`config.mk`:
```
export PLATFORM = sky130hd
export DESIGN_NAME = sps_ctrl
export DESIGN_NICKNAME = d
export VERILOG_FILES = /design/src/hw/rtl/sps_pkg.sv /design/src/hw/rtl/sps_ctrl.sv
export SDC_FILE = /design/constraint.sdc
export NUM_CORES = 1
export LEC_CHECK = 0
export BUFFER_PORTS_ARGS = -buffer_cell sky130_fd_sc_hd__clkbuf_2
export CORE_MARGIN = 1.5
export CORE_UTILIZATION = 47
export CTS_CLUSTER_SIZE = 8
export DETAILED_ROUTE_END_ITERATION = 7
export HOLD_SLACK_MARGIN = 0.03
export PLACE_DENSITY_LB_ADDON = 0.08
export SETUP_SLACK_MARGIN = 0.1
export SLEW_MARGIN = 10
export SYNTH_ARGS = -nofsm -noshare
export SYNTH_HDL_FRONTEND = slang
export SYNTH_SLANG_ARGS = --single-unit
```
`constraint.sdc`:
```
create_clock -name clk -period 1.9 [get_ports clk]
set_input_delay 0.19 -clock clk [delete_from_list [all_inputs] [get_ports clk]]
set_output_delay 0.19 -clock clk [all_outputs]
set_load 0.01 [all_outputs]
```
`src/hw/rtl/sps_pkg.sv`:
```
// Shared types and codes for the slotted page store.
package sps_pkg;

    localparam int MODE_W = 2;
    localparam int PNUM_W = 16;
    localparam int BYTE_W = 8;
    localparam int LEN_W  = 13;
    localparam int SLOT_W = 12;
    localparam int STAT_W = 2;

    localparam logic [MODE_W-1:0] MODE_INIT   = 2'd0;
    localparam logic [MODE_W-1:0] MODE_INSERT = 2'd1;
    localparam logic [MODE_W-1:0] MODE_GET    = 2'd2;

    localparam logic [STAT_W-1:0] ST_OK       = 2'd0;
    localparam logic [STAT_W-1:0] ST_NO_SPACE = 2'd1;
    localparam logic [STAT_W-1:0] ST_BAD_SLOT = 2'd2;
    localparam logic [STAT_W-1:0] ST_TOO_LONG = 2'd3;

    typedef enum logic [1:0] {
        RES_STATUS = 2'd0,
        RES_COMMIT = 2'd1,
        RES_BYTE   = 2'd2
    } res_sel_t;

    typedef struct packed {
        logic              ins_fresh;
        logic              init;
        logic              ins_first;
        logic              ins_byte;
        logic              fill_byte;
        logic              commit;
        logic              slot_rd;
        logic              get_start;
        logic              get_issue;
        logic              out_load;
        res_sel_t          out_sel;
        logic [STAT_W-1:0] out_status;
    } sps_cmd_t;

    typedef struct packed {
        logic too_long;
        logic no_space;
        logic bad_slot;
        logic fill_needed;
        logic fill_last;
        logic len_zero;
        logic get_left_nz;
        logic rd_pend;
        logic out_left_one;
        logic out_space;
    } sps_sts_t;

endpackage

```
`src/hw/rtl/sps_ctrl.sv`:
```
// Controller state machine for page init, tuple insert and tuple get.
module sps_ctrl (
    input  logic                             clk,
    input  logic                             rst_n,
    input  logic                             in_valid,
    output logic                             in_stall,
    input  logic [sps_pkg::MODE_W-1:0]       mode,
    input  logic                             last_byte,
    input  sps_pkg::sps_sts_t                sts,
    output sps_pkg::sps_cmd_t                cmd
);

    typedef enum logic [3:0] {
        S_IDLE   = 4'b0001,
        S_FILL   = 4'b0010,
        S_SLOT   = 4'b0100,
        S_STREAM = 4'b1000
    } state_t;

    typedef enum logic [2:0] {
        I_IDLE = 3'b001,
        I_RECV = 3'b010,
        I_DROP = 3'b100
    } ins_state_t;

    state_t     state_reg, state_next;
    ins_state_t ins_reg, ins_next;
    logic       accept;
    logic       load_byte;

    always_comb
    begin
        cmd            = '0;
        cmd.out_sel    = sps_pkg::RES_STATUS;
        cmd.out_status = sps_pkg::ST_OK;
        cmd.ins_fresh  = (ins_reg == I_IDLE);
        state_next     = state_reg;
        ins_next       = ins_reg;
        in_stall       = !((state_reg == S_IDLE) && sts.out_space);
        accept         = in_valid && !in_stall;
        load_byte      = 1'b0;

        case (state_reg)
            S_IDLE:
            begin
                if (accept)
                begin
                    case (mode)
                        sps_pkg::MODE_INIT:
                        begin
                            cmd.init     = 1'b1;
                            cmd.out_load = 1'b1;
                            ins_next     = I_IDLE;
                        end
                        sps_pkg::MODE_INSERT:
                        begin
                            if (ins_reg == I_DROP)
                            begin
                                if (last_byte)
                                begin
                                    ins_next = I_IDLE;
                                end
                            end
                            else if ((ins_reg == I_IDLE) && sts.too_long)
                            begin
                                cmd.out_load   = 1'b1;
                                cmd.out_status = sps_pkg::ST_TOO_LONG;
                                ins_next       = last_byte ? I_IDLE : I_DROP;
                            end
                            else if ((ins_reg == I_IDLE) && sts.no_space)
                            begin
                                cmd.out_load   = 1'b1;
                                cmd.out_status = sps_pkg::ST_NO_SPACE;
                                ins_next       = last_byte ? I_IDLE : I_DROP;
                            end
                            else
                            begin
                                cmd.ins_first = (ins_reg == I_IDLE);
                                cmd.ins_byte  = 1'b1;
                                ins_next      = I_RECV;
                                if (last_byte)
                                begin
                                    if (sts.fill_needed)
                                    begin
                                        state_next = S_FILL;
                                    end
                                    else
                                    begin
                                        cmd.commit   = 1'b1;
                                        cmd.out_load = 1'b1;
                                        cmd.out_sel  = sps_pkg::RES_COMMIT;
                                        ins_next     = I_IDLE;
                                    end
                                end
                            end
                        end
                        sps_pkg::MODE_GET:
                        begin
                            if (sts.bad_slot)
                            begin
                                cmd.out_load   = 1'b1;
                                cmd.out_status = sps_pkg::ST_BAD_SLOT;
                            end
                            else
                            begin
                                cmd.slot_rd = 1'b1;
                                state_next  = S_SLOT;
                            end
                        end
                        default:
                        begin
                        end
                    endcase
                end
            end
            S_FILL:
            begin
                if (!sts.fill_last)
                begin
                    cmd.fill_byte = 1'b1;
                end
                else if (sts.out_space)
                begin
                    cmd.fill_byte = 1'b1;
                    cmd.commit    = 1'b1;
                    cmd.out_load  = 1'b1;
                    cmd.out_sel   = sps_pkg::RES_COMMIT;
                    ins_next      = I_IDLE;
                    state_next    = S_IDLE;
                end
            end
            S_SLOT:
            begin
                if (sts.len_zero)
                begin
                    if (sts.out_space)
                    begin
                        cmd.out_load = 1'b1;
                        state_next   = S_IDLE;
                    end
                end
                else
                begin
                    cmd.get_start = 1'b1;
                    state_next    = S_STREAM;
                end
            end
            S_STREAM:
            begin
                load_byte     = sts.rd_pend && sts.out_space;
                cmd.get_issue = sts.get_left_nz && (!sts.rd_pend || load_byte);
                if (load_byte)
                begin
                    cmd.out_load = 1'b1;
                    cmd.out_sel  = sps_pkg::RES_BYTE;
                    if (sts.out_left_one)
                    begin
                        state_next = S_IDLE;
                    end
                end
            end
            default:
            begin
                state_next = S_IDLE;
            end
        endcase
    end

    always_ff @(posedge clk or negedge rst_n)
    begin
        if (!rst_n)
        begin
            state_reg <= S_IDLE;
            ins_reg   <= I_IDLE;
        end
        else
        begin
            state_reg <= state_next;
            ins_reg   <= ins_next;
        end
    end

endmodule

```
After elaboration in Yosys (flattened, before gate mapping)
Cells that the tools add are included.
Operators by class
  multipliers: 0
  muxes and demuxes: 74
  add/sub/neg operators: 0
  shift-type cells: 0
  divide/modulo/power cells: 0
  reductions and logical operators: 13
  magnitude comparators: 0
  bitwise gates (word level): 0
  equality and inequality tests: 22
Operators by type and width (count)
  3-bit 2-to-1 mux: 16
  4-bit 2-to-1 mux: 12
  2-bit 2-to-1 mux: 13
  1-bit 2-to-1 mux: 22
  3-bit inequality test, second input constant: 6
  4-bit case mux with 4 select lines: 1
  3-bit case mux with 2 select lines: 2
  11-bit AND reduction: 1
  5-bit 2-to-1 mux: 2
  2-bit inequality test, second input constant: 5
  4-bit case mux with 2 select lines: 1
  1-bit logical AND: 6
  3-bit by 1-bit inequality test with 1-bit output, second input constant: 2
  2-bit case mux with 3 select lines: 1
  6-bit AND reduction: 1
  4-bit by 1-bit equality test with 1-bit output, second input constant: 1
  4-bit by 2-bit equality test with 1-bit output, second input constant: 1
  4-bit by 3-bit equality test with 1-bit output, second input constant: 1
  4-bit equality test, second input constant: 1
  4-bit inequality test, second input constant: 1
  1-bit case mux with 4 select lines: 1
  2-bit case mux with 2 select lines: 1
  3-bit by 1-bit equality test with 1-bit output, second input constant: 1
  3-bit equality test, second input constant: 1
  other kinds (8): 9
Word-level totals
  bits in registers: 7
  ROM bits: 0
  output and inout port bits: 15
  input bits: 16
  latch bits: 0
  word-level logic and storage cells: 111
  memory bits (writable): 0
  memories kept: 0

Longest topological paths before layout
  depth after elaboration: 8
  gate-level depth with buffers: 7
  mapped depth without buffers: 6

Least setup slack after synthesis
No wires, ideal clock.
  path kind: register -> output
  start: register state_reg[0]
  end: output port cmd[2] (netlist name)
  data arrival time: 1.587 ns
  path slack: 0.123 ns
  required time: 1.710 ns
  buffers on the path: 0
  cell stages (with the launch flop): 5
  cell sequence: dfstp_2 -> nor4b_4 -> nand3_1 -> nor3_2 -> a32o_1
RTL lines
  start: declaration: RTL line sps_ctrl.sv:26  | state_t state_reg, state_next;
  start signal: assignment: RTL line sps_ctrl.sv:178  | state_reg <= state_next;
  end: declaration: RTL line sps_ctrl.sv:10  | output sps_pkg::sps_cmd_t cmd

==> impl_metrics.tcl <==
set metrics [dict create \
    status "completed" \
    synth_ff_type "dfrtp_1" \
    rows 14 \
    skew_ns 0.00102 \
    hpwl_um 1590 \
    drt_iter0_drc 24 \
    tightest_slew_ns 0.393 \
    post_drt_via_cell_ratio 5.96 \
    fin_crit_ns 1.89 \
    slowest_stage "dfstp_2" \
    dpl.cell_count 139 \
    slew_headroom_pct 73.8 \
    worst_ep_required_time_ns 1.71 \
    grt-ovfl-total 0 \
    dieArea_um2 1880 \
    gp_congestion 0.880 \
    synth_nets 113 \
    drc 0 \
    numCtsBuffers 3 \
    clock_latency_ns 0.24 \
    synth_edf_count 0 \
    diodes 0 \
    die_w_um 43.3 \
    synth_top_family_by_area "simple AND/OR/NAND/NOR gates" \
    syn-instance-count 93 \
    io_buffers 30 \
    synth_xor_area_share_pct 0 \
    clockRootBuffer "clkbuf_4" \
    power.share.switching_pct 40.1 \
    synthSimpleGateAreaFrac_pct 34.4 \
    ant_nets 0 \
    synth_common_cells "nand2_1 (10), inv_1 (8), nor2_1 (7)" \
    switchingPower_uw 518 \
    syn_to_final_growth_pct 57.4 \
    grt_pass1_wl_um 3350 \
    drv_cap 0 \
    clockPowerShare_pct 9.8 \
    clk_pin_slew_worst_paths_ns 0.05 \
    clock_path_buffers 2 \
    antenna_found_initial 0 \
    hold_viol_final 0 \
    critical_path_class "reg -> out" \
    grt_start_max_net_pins 14 \
    ys_seq_elements 7 \
    yosysUniqueCellTypes 42 \
    ys_seq_area_share_pct 23.2 \
    rsz0062_at_grt "true" \
    drv_slew 0 \
    path_cells "nor4b_4 -> nand3_2 -> buf_6 -> nor2_4 -> o2bb2ai_2 -> buf_2" \
    htree_levels 1 \
    crit_buf_inv 2 \
    wirelength_um 2280 \
    ys.warnings.count 0 \
    setup_viol 0 \
    wire_per_inst_um 14.5 \
    start_util_pct 50.7 \
    yosysTopAreaCell "dfrtp_1" \
    cts_tree "built" \
    cellLeakagePower_uw 0.000596 \
    synth_top_area_share_pct 16.4 \
    firstDrtPassIters 4 \
    fin_nets 162 \
    power.internal_uw 774 \
    grt_usage_pct 23.0 \
    pwr-share-seq_pct 21.3 \
    start_kind "flop" \
    synth_top_cells_by_area "dfrtp_1 (16%), dfstp_2 (6.9%), ha_1 (6.5%)" \
    synthesis.area_um2 764 \
    cp_max_fo 3 \
    synth_fa_ha_area_share_pct 6.55 \
    final_layout_size_suffix_gt1_share_pct 56.7 \
    p_per_area_nw_per_um2 1070 \
    ir_worst_vdd_mv 0.863 \
    critical-path-top-delay-family "flip-flops" \
    synth-compound-area-share_pct 23.7 \
    layout.cells.non_filler 157 \
    fin_crit_sh_pct 99.4 \
    yosysMostFrequentCell "nand2_1" \
    numClockSinks 7 \
    largest_reg_flops 4 \
    core_area_um2 1510 \
    post-route-util_pct 79.9 \
    fmax_mhz 529 \
    hp-class "in -> reg" \
    worstPathArrival_ns 1.70 \
    synthMuxAreaShare_pct 5.73 \
    avgSynthCellArea_um2 8.22 \
    ios 31 \
    p_comb_share_pct 68.9 \
    die_h_um 43.3 \
    critPathCaptureType "output port" \
    async_flop_share_pct 100 \
    vias 936 \
    cp_slowest_stage_delay_ns 0.54 \
    grt_pass1_vias 811 \
]
[power groups by stage]
stage / Clock, µW / Sequential (µW) / Combinational, µW
floorplan: 0 / 266 / 382
global placement: 0 / 285 / 520
detailed placement: 0 / 291 / 525
CTS: 135 / 272 / 735
global route: 139 / 284 / 952
finish: 126 / 275 / 891
[stage by stage]
stage	instance area, µm²	total power [µW]	hold slack [ns]	setup TNS, ns	setup slack, ns
finish	1200	1290	0.295	0	0.0110
global route	1200	1380	0.301	-0.313	-0.0828
CTS	1090	1140	0.273	0	0.0478
detailed placement	938	816	0.0296	0	0.159
global placement	938	805	0.0249	0	0.171
floorplan	764	648	-0.106	0	0.123
[cell type report]
type | count | area (µm²)
Tap cell | 16 | 20.0
Inverter | 8 | 30.0
Timing Repair Buffer | 47 | 309
Fill cell | 112 | 303
Clock buffer | 4 | 26.3
Sequential cell | 7 | 181
Multi-Input combinational cell | 75 | 637
[layout by cell type (no fill, tap or decap), types with 3 or more instances in the layout]
master	instances
mux2_2	3
clkbuf_2	18
a21oi_1	3
buf_6	7
inv_1	8
nor2_1	5
buf_2	11
ha_1	4
clkbuf_4	3
buf_4	10
nand2_1	8
dfrtp_2	3
[tightest hold or removal path, delay by kind of cell]
kind                   cells  cell delay [ns]
AND/OR/NAND/NOR            1             0.10
AO/OA/AOI/OAI              1             0.09
buffers and inverters      1             0.11
[cell families (layout without fill, tap and decap cells)]
family / Yosys count / count (layout)
fa+ha+maj: 4 / 4
buf+inv: 11 / 59
compound gates: 25 / 25
simple gates: 42 / 42
mux: 4 / 4
flops: 7 / 7
[layer usage]
layer	global-route usage, %	share of wire, %	wire length (µm)
met2	40.0	53	1200
met4	9.70	1.1	25
met3	2.08	5.5	126
met1	29.2	41	924
met5	0	0	0
[path summary, 6_finish.rpt]
kind	start	end	slack, ns	cells after the start
max in group asynchronous	rst_n	ins_reg[0]	1.35	2
hold / removal	sts[4]	state_reg[2]	0.30	3
setup reg to reg	state_reg[0]	ins_reg[1]	0.17	5
hold reg to reg	ins_reg[1]	ins_reg[1]	0.63	2
setup / recovery	state_reg[0]	cmd[4]	0.01	6
min in group asynchronous	rst_n	state_reg[3]	0.32	2
[timing repair]
item,4_1_cts,5_1_grt
gates resized for setup,11,31
setup endpoints to repair,11,13
hold buffers,1,0
pin swaps,4,6
setup buffers,10,3
endpoints found under the hold margin,7,0
(Power assumes the default switching activity.)
